$ cat config.mk
export PLATFORM = sky130hd
export DESIGN_NAME = arpc_engine
export DESIGN_NICKNAME = d
export VERILOG_FILES = /design/src/rtl/core/arpc_pkg.sv /design/src/rtl/core/arpc_engine.sv
export SDC_FILE = /design/constraint.sdc
export NUM_CORES = 1
export LEC_CHECK = 0
export ABC_CLOCK_PERIOD_IN_PS = 2300
export BUFFER_PORTS_ARGS = -buffer_cell sky130_fd_sc_hd__buf_2
export CAP_MARGIN = 20
export CORE_AREA = 4 4 180 182
export CTS_CLUSTER_DIAMETER = 60
export DETAILED_ROUTE_END_ITERATION = 6
export DIE_AREA = 0 0 184 186
export PLACE_DENSITY = 0.66
export SLEW_MARGIN = 15
export SYNTH_ARGS = -nofsm -noshare
export SYNTH_HDL_FRONTEND = slang
export SYNTH_SLANG_ARGS = --single-unit
$ cat constraint.sdc
create_clock -name clk_i -period 2.3 [get_ports clk_i]
set_clock_uncertainty 0.15 [all_clocks]
set_input_delay 0.23 -clock clk_i [delete_from_list [all_inputs] [get_ports clk_i]]
set_output_delay 0.23 -clock clk_i [all_outputs]
set_load 0.02 [all_outputs]
$ cat src/rtl/core/arpc_pkg.sv
// Shared types, field widths and codes of the ARP cache and responder.
package arpc_pkg;

  localparam int unsigned TABLE_ENTRIES_DEF = 64;

  localparam int unsigned IP_W   = 32;
  localparam int unsigned MAC_W  = 48;
  localparam int unsigned OPER_W = 16;
  localparam int unsigned ACT_W  = 2;

  // Sum of four IP bytes fits in 10 bits (max 1020).
  localparam int unsigned SUM_W       = 10;
  localparam int unsigned RECIP_SHIFT = 20;

  localparam int unsigned APB_ADDR_W = 4;
  localparam int unsigned APB_DATA_W = 64;

  localparam logic [ACT_W-1:0] ACT_PACKET = 2'd0;
  localparam logic [ACT_W-1:0] ACT_LEARN  = 2'd1;
  localparam logic [ACT_W-1:0] ACT_LOOKUP = 2'd2;

  localparam logic [OPER_W-1:0] OPER_REQUEST = 16'd1;
  localparam logic [OPER_W-1:0] OPER_REPLY   = 16'd2;

  // Register select, taken from paddr bit 3 (registers sit 8 bytes apart).
  localparam logic REG_OWN_IP  = 1'b0;
  localparam logic REG_OWN_MAC = 1'b1;

  typedef struct packed {
    logic [ACT_W-1:0]  action;
    logic [OPER_W-1:0] oper;
    logic [MAC_W-1:0]  peer_mac;
    logic [IP_W-1:0]   peer_ip;
    logic [IP_W-1:0]   target_ip;
  } item_t;

  typedef struct packed {
    logic             reply_valid;
    logic [MAC_W-1:0] reply_dest_mac;
    logic [IP_W-1:0]  reply_dest_ip;
    logic             hit;
    logic [MAC_W-1:0] hit_mac;
    logic             reply_seen;
  } res_t;

  function automatic logic [SUM_W-1:0] byte_sum(input logic [IP_W-1:0] ip);
    byte_sum = SUM_W'(ip[7:0]) + SUM_W'(ip[15:8]) + SUM_W'(ip[23:16]) + SUM_W'(ip[31:24]);
  endfunction

endpackage

$ cat src/rtl/core/arpc_engine.sv
// Item sequencer: clear after reset, decode, home-slot hash, probe walk over the cache memory, insert.
module arpc_engine #(
  parameter int unsigned TABLE_ENTRIES = arpc_pkg::TABLE_ENTRIES_DEF,
  parameter int unsigned AW            = (TABLE_ENTRIES > 1) ? $clog2(TABLE_ENTRIES) : 1
) (
  input  logic                       clk_i,
  input  logic                       rst_ni,
  input  logic                       in_valid_i,
  output logic                       in_ready_o,
  input  arpc_pkg::item_t            item_i,
  input  logic [arpc_pkg::IP_W-1:0]  own_ip_i,
  output logic                       res_valid_o,
  input  logic                       res_ready_i,
  output arpc_pkg::res_t             res_o,
  output logic                       mem_we_o,
  output logic [AW-1:0]              mem_waddr_o,
  output logic [arpc_pkg::IP_W-1:0]  mem_wip_o,
  output logic [arpc_pkg::MAC_W-1:0] mem_wmac_o,
  output logic [AW-1:0]              mem_raddr_o,
  input  logic [arpc_pkg::IP_W-1:0]  mem_rip_i,
  input  logic [arpc_pkg::MAC_W-1:0] mem_rmac_i
);

  localparam int unsigned SUM_W   = arpc_pkg::SUM_W;
  localparam int unsigned RECIP_W = arpc_pkg::RECIP_SHIFT + 1;
  localparam int unsigned PROD_W  = SUM_W + RECIP_W;
  localparam int unsigned N_W     = SUM_W + 1;
  localparam int unsigned RECIP   = (1 << arpc_pkg::RECIP_SHIFT) / TABLE_ENTRIES;
  localparam logic [AW-1:0] LAST  = AW'(TABLE_ENTRIES - 1);

  typedef enum logic [2:0] {
    ST_CLEAR, ST_IDLE, ST_HASH_Q, ST_HASH_R, ST_HASH_H, ST_PROBE, ST_WRITE, ST_FINISH
  } state_e;

  typedef enum logic {OP_LEARN, OP_LOOKUP} op_e;

  state_e                     st_q, st_d;
  op_e                        op_q, op_d;
  logic [arpc_pkg::IP_W-1:0]  key_ip_q, key_ip_d;
  logic [arpc_pkg::MAC_W-1:0] key_mac_q, key_mac_d;
  logic [SUM_W-1:0]           sum_q, sum_d;
  logic [SUM_W-1:0]           quo_q, quo_d;
  logic [SUM_W-1:0]           rem_q, rem_d;
  logic [AW-1:0]              home_q, home_d;
  logic [AW-1:0]              iss_q, iss_d;
  logic                       iss_act_q, iss_act_d;
  logic [AW-1:0]              chk_q, chk_d;
  logic                       chk_vld_q, chk_vld_d;
  logic [AW-1:0]              emp_q, emp_d;
  logic                       emp_vld_q, emp_vld_d;
  logic [AW-1:0]              wr_q, wr_d;
  arpc_pkg::res_t             res_q, res_d;

  logic [PROD_W-1:0] prod;
  logic [SUM_W-1:0]  quo_n;
  logic [N_W-1:0]    rem_fix;
  logic              match;
  logic              slot_empty;

  // Byte sum times floor(2^K/N); the quotient may come out one low, fixed below.
  assign prod    = PROD_W'(sum_q) * PROD_W'(RECIP);
  assign quo_n   = SUM_W'(N_W'(quo_q) * N_W'(TABLE_ENTRIES));
  assign rem_fix = (N_W'(rem_q) >= N_W'(TABLE_ENTRIES)) ?
                   N_W'(rem_q) - N_W'(TABLE_ENTRIES) : N_W'(rem_q);

  assign match      = chk_vld_q && (mem_rip_i == key_ip_q);
  assign slot_empty = (mem_rip_i == '0);

  assign in_ready_o  = (st_q == ST_IDLE);
  assign res_valid_o = (st_q == ST_FINISH);
  assign res_o       = res_q;
  assign mem_raddr_o = iss_q;

  always_comb begin
    st_d        = st_q;
    op_d        = op_q;
    key_ip_d    = key_ip_q;
    key_mac_d   = key_mac_q;
    sum_d       = sum_q;
    quo_d       = quo_q;
    rem_d       = rem_q;
    home_d      = home_q;
    iss_d       = iss_q;
    iss_act_d   = iss_act_q;
    chk_d       = chk_q;
    chk_vld_d   = chk_vld_q;
    emp_d       = emp_q;
    emp_vld_d   = emp_vld_q;
    wr_d        = wr_q;
    res_d       = res_q;
    mem_we_o    = 1'b0;
    mem_waddr_o = wr_q;
    mem_wip_o   = key_ip_q;
    mem_wmac_o  = key_mac_q;

    unique case (st_q)
      ST_CLEAR: begin
        mem_we_o    = 1'b1;
        mem_waddr_o = iss_q;
        mem_wip_o   = '0;
        mem_wmac_o  = '0;
        if (iss_q == LAST) begin
          iss_d = '0;
          st_d  = ST_IDLE;
        end else begin
          iss_d = iss_q + AW'(1);
        end
      end
      ST_IDLE: begin
        if (in_valid_i) begin
          key_ip_d  = item_i.peer_ip;
          key_mac_d = item_i.peer_mac;
          sum_d     = arpc_pkg::byte_sum(item_i.peer_ip);
          res_d     = '0;
          op_d      = OP_LOOKUP;
          st_d      = ST_FINISH;
          unique case (item_i.action)
            arpc_pkg::ACT_PACKET: begin
              if (item_i.oper == arpc_pkg::OPER_REQUEST) begin
                if (item_i.target_ip == own_ip_i) begin
                  res_d.reply_valid    = 1'b1;
                  res_d.reply_dest_mac = item_i.peer_mac;
                  res_d.reply_dest_ip  = item_i.peer_ip;
                end
              end else if (item_i.oper == arpc_pkg::OPER_REPLY) begin
                res_d.reply_seen = 1'b1;
                op_d             = OP_LEARN;
                if (item_i.peer_ip != '0) st_d = ST_HASH_Q;
              end
            end
            arpc_pkg::ACT_LEARN: begin
              op_d = OP_LEARN;
              if (item_i.peer_ip != '0) st_d = ST_HASH_Q;
            end
            arpc_pkg::ACT_LOOKUP: begin
              op_d = OP_LOOKUP;
              if (item_i.peer_ip != '0) st_d = ST_HASH_Q;
            end
            default: ;
          endcase
        end
      end
      ST_HASH_Q: begin
        quo_d = prod[arpc_pkg::RECIP_SHIFT +: SUM_W];
        st_d  = ST_HASH_R;
      end
      ST_HASH_R: begin
        rem_d = sum_q - quo_n;
        st_d  = ST_HASH_H;
      end
      ST_HASH_H: begin
        home_d    = AW'(rem_fix);
        iss_d     = AW'(rem_fix);
        iss_act_d = 1'b1;
        chk_vld_d = 1'b0;
        emp_vld_d = 1'b0;
        st_d      = ST_PROBE;
      end
      ST_PROBE: begin
        // Reads issue one slot a cycle; a slot's data returns in the cycle after its read, with it in chk_q.
        chk_vld_d = iss_act_q;
        chk_d     = iss_q;
        if (iss_act_q) begin
          if (iss_q == LAST) iss_act_d = 1'b0;
          else               iss_d     = iss_q + AW'(1);
        end
        if (match) begin
          if (op_q == OP_LOOKUP) begin
            res_d.hit     = 1'b1;
            res_d.hit_mac = mem_rmac_i;
          end
          st_d = ST_FINISH;
        end else if (chk_vld_q) begin
          if (slot_empty && !emp_vld_q) begin
            emp_vld_d = 1'b1;
            emp_d     = chk_q;
          end
          if (chk_q == LAST) begin
            if (op_q == OP_LEARN) begin
              // first empty slot from home on, else overwrite home
              if (emp_vld_q)       wr_d = emp_q;
              else if (slot_empty) wr_d = chk_q;
              else                 wr_d = home_q;
              st_d = ST_WRITE;
            end else begin
              st_d = ST_FINISH;
            end
          end
        end
      end
      ST_WRITE: begin
        mem_we_o = 1'b1;
        st_d     = ST_FINISH;
      end
      ST_FINISH: begin
        if (res_ready_i) st_d = ST_IDLE;
      end
      default: st_d = ST_IDLE;
    endcase
  end

  always_ff @(posedge clk_i or negedge rst_ni) begin
    if (!rst_ni) begin
      st_q      <= ST_CLEAR;
      op_q      <= OP_LOOKUP;
      key_ip_q  <= '0;
      key_mac_q <= '0;
      sum_q     <= '0;
      quo_q     <= '0;
      rem_q     <= '0;
      home_q    <= '0;
      iss_q     <= '0;
      iss_act_q <= 1'b0;
      chk_q     <= '0;
      chk_vld_q <= 1'b0;
      emp_q     <= '0;
      emp_vld_q <= 1'b0;
      wr_q      <= '0;
      res_q     <= '0;
    end else begin
      st_q      <= st_d;
      op_q      <= op_d;
      key_ip_q  <= key_ip_d;
      key_mac_q <= key_mac_d;
      sum_q     <= sum_d;
      quo_q     <= quo_d;
      rem_q     <= rem_d;
      home_q    <= home_d;
      iss_q     <= iss_d;
      iss_act_q <= iss_act_d;
      chk_q     <= chk_d;
      chk_vld_q <= chk_vld_d;
      emp_q     <= emp_d;
      emp_vld_q <= emp_vld_d;
      wr_q      <= wr_d;
      res_q     <= res_d;
    end
  end

endmodule
==> run summary, run 1 <==
status: complete, but fails checks
failing checks: setup timing
synthesized instance count: 1213
GRT overflow: 0
Ys Warns: 0
dpl cell area: 15280 µm²
mux contribution to synthesized area: 0.03074
Critical Path RT: 2.57 ns
total track usage: 0.2477
EDFF count, synth: 0
PD cells: 574.1 nW/µm²
global placement routability congestion: 0.9669
count leader, synth: nand2_1
Netlist cell types: 57
maximum vdd drop: 0.5044 mV
largest family of logic cells by synthesized area: simple AND/OR/NAND/NOR gates
root buf cell: clkbuf_16
# setup viols final: 138
fin crit share: 1.056
Placeable Area: 30590 µm²
maximum clock path buffer count: 3
Primary FF master, synth: dfrtp_1
clock sinks: 260
die footprint: 34220 µm²
post-synthesis register bit count: 260
clk_lat worst skew: 0.56 ns
PnR worst setup slack: -0.1295 ns
CTS tree: yes
post-detail-place hpwl: 31210 µm
Crit Path Category: flop to flop
CTS clock-pin slew for the worst setup and hold paths: 0.06 ns
Hold Fails Final Rpt: 0
H-tree Lvls: 1
register area share after synthesis: 0.5495
worst setup slack after placement: -0.4535 ns
first-pass GRT wire length: 67320 µm
Area growth syn-to-layout: 54.20%
1st-pass router iterations: 6
crit path launch type: flop
mapped cell area: 11840 µm²
top post-synthesis cells by count: 391 x nand2_1, 259 x dfrtp_1, 83 x nor2b_1
Yosys top cell area share: 0.5473
layout cells sized above 1: 0.3577
ANT nets after route: 0
Die Wd: 184 µm
max_slew headroom: 0.5013
adder-cell share of the synthesized area: 0.02641
Least-Margin Pin Slew: 0.7412 ns
simple-gate area share of the yosys netlist: 0.2107
placed insts: 2095
Hold Crit Class: primary input to asynchronous set/reset pin
via count: 11590
maximum clock rate: 411.6 MHz
Final Power: 10.48 mW
DRT iter0 DRCs: 635
fill cell count: 2534
Post-route DRC: 0
Total Routed Length: 45170 µm
Slew Limit Fails: 0
largest net degree at the start of global routing: 84
average cell area after synthesis: 9.763 µm²
leakage power: 9.856 nW
die height: 186 µm
worst path arrival time: 2.70 ns
fin nets: 2144
WL per Instance: 19.67 µm
Synth Net Count: 1478
post-DR vias/cell: 5.046
ys async rst share: 1.000
top cells by area, synth: dfrtp_1 55%, nand2_1 12%, nor2b_1 4.4%
XOR/XNOR share of the synthesized area: 0.05029
Initial Utilization: 0.3871
row cnt: 64
final instance area: 18260 µm²
CP endpoint kind: flop
Yosys top cell by area: dfrtp_1
antenna violations before repair: 1
max_cap viols: 0
CP max FO: 48
# port buffers: 471
post-layout min period: 2.429 ns
# IOs: 472
Num CTS Buffers: 30
RSZ-0062 raised after global routing: true
fin cells: 2297
number of diodes: 0
post-synthesis compound-gate area fraction: 0.1012
via count of the first global-routing pass: 12170
[through the flow]
step	utilization	setup TNS, ns	hold slack, ns
final	0.5970	-10.26	0.01342
after global routing	0.5970	-23.83	0.01094
after CTS	0.5898	-13.23	0.008830
after detailed placement	0.4994	-14.36	-0.002676
after global placement	0.4994	-12.74	-0.006026
after floorplan	-	-0.2699	-0.2156
[cells in the final DEF, fill, tap and decap left out, types with 6 or more instances in the layout]
| master | n |
|---|---|
| clkinv_2 | 6 |
| xor2_1 | 31 |
| mux2i_1 | 6 |
| nand4_1 | 14 |
| buf_6 | 17 |
| dlygate4sd3_1 | 132 |
| dfrtp_1 | 258 |
| a22o_1 | 50 |
| buf_4 | 118 |
| clkbuf_16 | 32 |
| buf_2 | 408 |
| a21oi_1 | 9 |
| xnor2_1 | 35 |
| mux2_2 | 7 |
| nand2_1 | 390 |
| buf_12 | 14 |
| nor2_1 | 7 |
| fa_1 | 9 |
| o21ai_1 | 41 |
| nor2b_1 | 80 |
| nor4_1 | 22 |
| inv_1 | 28 |
| ha_1 | 7 |
| o21ai_0 | 62 |
| mux2_4 | 18 |
[path summary, 6_finish.rpt]
path	cells after the start	end	slack (ns)	startpoint
min in group clk_i	5	sum_q[0]	0.05	item_i[40]
worst max register to register	8	res_o[16]	-0.13	key_ip_q[11]
max in group asynchronous	3	key_ip_q[25]	1.22	rst_ni
worst max-delay path	8	res_o[16]	-0.13	key_ip_q[11]
worst min register to register	2	key_mac_q[14]	0.32	key_mac_q[14]
worst min-delay path	2	res_o[2]	0.01	rst_ni
[worst max-delay path: stages (launching register included)]
cell and delay [ns]:
dfrtp_1 0.40, xor2_1 0.16, nor4_2 0.34, nand4_1 0.23, buf_4 0.21, nor2_4 0.16, a41oi_4 0.14, buf_12 0.21
a22o_1 0.28
[report_power, final]
part           internal [mW]  switching [mW]  leakage [nW]  total [mW]
Clock                   2.76            1.95         0.480        4.71
Combinational          0.577           0.527          5.84        1.10
Sequential              4.62          0.0493          3.54        4.66
[final cells by class]
type                       count  area, µm²  share of cell area
clock buffer                  39      824.5             0.04515
inverter                      29      108.9            0.005961
clock inverter                15      160.2            0.008770
tap                          396      495.5             0.02713
multi-input combinational    859       5205              0.2850
sequential                   260       6509              0.3564
timing repair buffer         699       4959              0.2715
[kinds of logic after synthesis]
logic type / count (synthesis)
buffers and inverters: 94
XOR/XNOR: 68
AO/OA/AOI/OAI: 189
flip-flops: 260
AND/OR/NAND/NOR: 552
multiplexers: 31
adder cells (fa/ha/maj): 19
[timing repair]
item	4_1_cts	5_1_grt
cloned	5	2
hold buffers	132	0
endpoints found under the hold margin	470	0
setup buffers	11	3
pin swaps	10	14
setup endpoints to repair	148	152
gates resized for setup	89	46
[metal layers]
| metal | up-vias | part of all wire | GRT usage |
|---|---|---|---|
| met1 | 5530 | 0.38 | 0.3045 |
| met4 | 2 | 0.035 | 0.08814 |
| met5 | - | 0.00029 | 0 |
| li1 | 5365 | - | - |
| met2 | 585 | 0.50 | 0.4292 |
| met3 | 108 | 0.085 | 0.05687 |
[flip-flops by register name, summed over array words and instances (netlist names)]
signal	cells
home_q	6
wr_q	6
iss_act_q	1
rem_q	6
res_o	131
sum_q	6
st_q	3
op_q	1
chk_vld_q	1
chk_q	6
key_mac_q	48
emp_q	6
mem_raddr_o	6
emp_vld_q	1
key_ip_q	32
Note: power is estimated with default switching activity, not from simulation.
==> run 2: changes to the inputs <==
--- a/config.mk
+++ b/config.mk
@@ -8,11 +8,15 @@
 export ABC_CLOCK_PERIOD_IN_PS = 2300
 export BUFFER_PORTS_ARGS = -buffer_cell sky130_fd_sc_hd__buf_2
 export CAP_MARGIN = 20
-export CORE_AREA = 4 4 180 182
+export CELL_PAD_IN_SITES_DETAIL_PLACEMENT = 1
+export CELL_PAD_IN_SITES_GLOBAL_PLACEMENT = 2
+export CORE_ASPECT_RATIO = 0.8
+export CORE_MARGIN = 4
+export CORE_UTILIZATION = 28
 export CTS_CLUSTER_DIAMETER = 60
 export DETAILED_ROUTE_END_ITERATION = 6
-export DIE_AREA = 0 0 184 186
-export PLACE_DENSITY = 0.66
+export GPL_ROUTABILITY_DRIVEN = 1
+export PLACE_DENSITY_LB_ADDON = 0.1
 export SLEW_MARGIN = 15
 export SYNTH_ARGS = -nofsm -noshare
 export SYNTH_HDL_FRONTEND = slang
==> run 2 against run 1 <==
Highest routed layer is now met4. Setup slack better by 0.060 ns. Critical endpoint is now mem_waddr_o[4]. Sequential share of layout area shrank 2.0 points. Register-to-register slack better by 0.09 ns. Largest power group unchanged. First-iteration DRC count down 23%. The run still ends with setup timing left. Cell count is 8.3% higher.
==> run summary, run 2 (synthesis gave the netlist of run 1 again) <==
status: complete, but fails checks
failing checks: setup timing
R2R Setup Slk: -0.04 ns (+0.09 ns)
# setup viols final: 74 (-46%)
final core occ: 0.4620 (-0.1350)
setup_tns: -0.9489 ns (+9.306 ns)
post-layout min period: 2.369 ns (-0.06027 ns)
Hold Path Depth: 4
Hold Fails Final Rpt: 0 (unchanged)
Num CTS Buffers: 34 (+13%)
Reg2Reg Depth: 9 (+1)
placed insts: 2276 (+8.6%)
post-detail-place hpwl: 35530 µm (+14%)
routed wl met2: 24650 µm (+9.7%)
Slowest-stage cell, CP: dfrtp_1
via count of the first global-routing pass: 12520 (+2.8%)
# IOs: 472 (unchanged)
DRT met1 WL: 22620 µm (+31%)
Area growth syn-to-layout: 63.20%
Hold Crit Start: item_i[58]
final hold slack: 0.06917 ns (+0.05575 ns)
CP max FO: 5 (-90%)
1st-pass router iterations: 5 (-1)
via count: 11530 (-0.53%)
Crit path max-delay family: buffers and inverters
antenna violations before repair: 0 (-1)
DR top layer: met4
Critical R2R Launch: key_ip_q[31]
post-DR vias/cell: 4.636 (-8.1%)
row cnt: 67 (+4.7%)
first-pass GRT wire length: 75970 µm (+13%)
PnR worst setup slack: -0.06922 ns (+0.06027 ns)
CP endpoint kind: output pin
max_slew headroom: 0.5783 (+0.07695)
crit-path max cell delay: 0.39 ns (about the same)
leakage power: 10.19 nW (+3.4%)
# port buffers: 471 (unchanged)
DR WL met3: 3122 µm (-19%)
largest net degree at the start of global routing: 84 (unchanged)
Critical Path RT: 1.92 ns (-0.65 ns)
RSZ-0062 raised after global routing: true
Final Power: 11.59 mW (+11%)
fin cells: 2487 (+8.3%)
Initial Utilization: 0.2831 (-0.1040)
RR Endpoint: res_o[34]
layout cells sized above 1: 0.3826 (+0.02492)
Post-route DRC: 0 (unchanged)
CTS tree: yes
worst path bufs/invs: 4 (+2)
Setup crit start: st_q[0]
maximum vdd drop: 0.4392 mV (-13%)
fin nets: 2174 (+1.4%)
maximum clock rate: 422.1 MHz (+2.5%)
ANT nets after route: 0 (unchanged)
most common cell after layout, fill and taps aside: buf_2
Total Routed Length: 51880 µm (+15%)
commonest non-fill, non-tap cells in the layout: 406 x buf_2, 390 x nand2_1, 259 x dfrtp_1
PD cells: 599.9 nW/µm² (+4.5%)
die footprint: 45670 µm² (+33%)
CTS clock-pin slew for the worst setup and hold paths: 0.06 ns (about the same)
worst path cell trace: buf_6, nor3_4, buf_12, buf_12, mux2_4, buf_6
global placement routability congestion: 0.8528 (-12%)
Crit Path Category: flop to output pin
Least-Margin Pin Slew: 0.6326 ns (-0.1086 ns)
Die Wd: 237.9 µm (+29%)
DRT iter0 DRCs: 492 (-23%)
die height: 191.9 µm (+3.2%)
maximum clock path buffer count: 3 (unchanged)
H-tree Lvls: 2 (+1)
Placeable Area: 41830 µm² (+37%)
max_cap viols: 0 (unchanged)
WL per Instance: 20.86 µm (+6.1%)
Hold EP: key_ip_q[26]
max reg flops: 131 (unchanged)
worst path arrival time: 1.99 ns (-0.71 ns)
total track usage: 0.2133 (-0.03442)
clk_lat worst skew: 0.52 ns (-0.04 ns)
crit path launch type: flop
clock sinks: 260 (unchanged)
fin crit share: 1.030 (-0.02620)
root buf cell: clkbuf_16
GRT overflow: 0 (unchanged)
Hold Crit Class: primary input to flop
Slew Limit Fails: 0 (unchanged)
[run 2: layout make-up]
cell class	instances	area [µm²]
inverters	29	111.4
clock buffers	48	1017
fillers	4770	22500
well taps	552	690.7
flip-flops and latches	260	6507
diodes	1	2.502
repair buffers	725	5394
clock inverters	13	203.9
multi-input cells	859	5400
[run 2: what timing repair did]
item	in CTS	in global routing
setup endpoints to repair	147	150
gates resized for setup	53	165
hold endpoints to repair	274	0
hold buffers	132	0
gates cloned	3	8
pin swaps	6	12
setup buffers	6	5
[run 2: routing by layer]
metal / vias to the layer above / track usage
met5: - / 0
met4: 0 / 0.05903
met3: 76 / 0.05067
met2: 303 / 0.3546
met1: 5723 / 0.2797
li1: 5427 / -
[run 2: worst min-delay path: cells and delay by family]
kind | cells | cell delay (ns)
simple gates | 2 | 0.13
buf+inv | 2 | 0.33
[run 2: worst max-delay path by stage]
stage	cells past startpoint	slack [ns]	to
2_1_floorplan	10	-0.24	sum_q[5]
3_5_place_dp	11	-0.51	sum_q[5]
4_1_cts	6	-0.08	mem_wip_o[29]
5_1_grt	6	-0.14	mem_waddr_o[4]
6_report	6	-0.07	mem_waddr_o[4]
3_3_place_gp	11	-0.52	sum_q[5]
[run 2: through the flow]
| step | setup slack, ns | instance area (µm²) |
|---|---|---|
| 6_report | -0.06922 | 19330 |
| 5_1_grt | -0.1418 | 19320 |
| 4_1_cts | -0.08043 | 18550 |
| 3_5_place_dp | -0.5060 | 15710 |
| 3_3_place_gp | -0.5167 | 15710 |
| 2_1_floorplan | -0.2410 | 11860 |
[run 2: power breakdown]
| part | total, mW | switching (mW) | internal [mW] |
|---|---|---|---|
| logic | 1.12 | 0.531 | 0.594 |
| registers | 4.67 | 0.0534 | 4.62 |
| clock network | 5.80 | 2.14 | 3.66 |
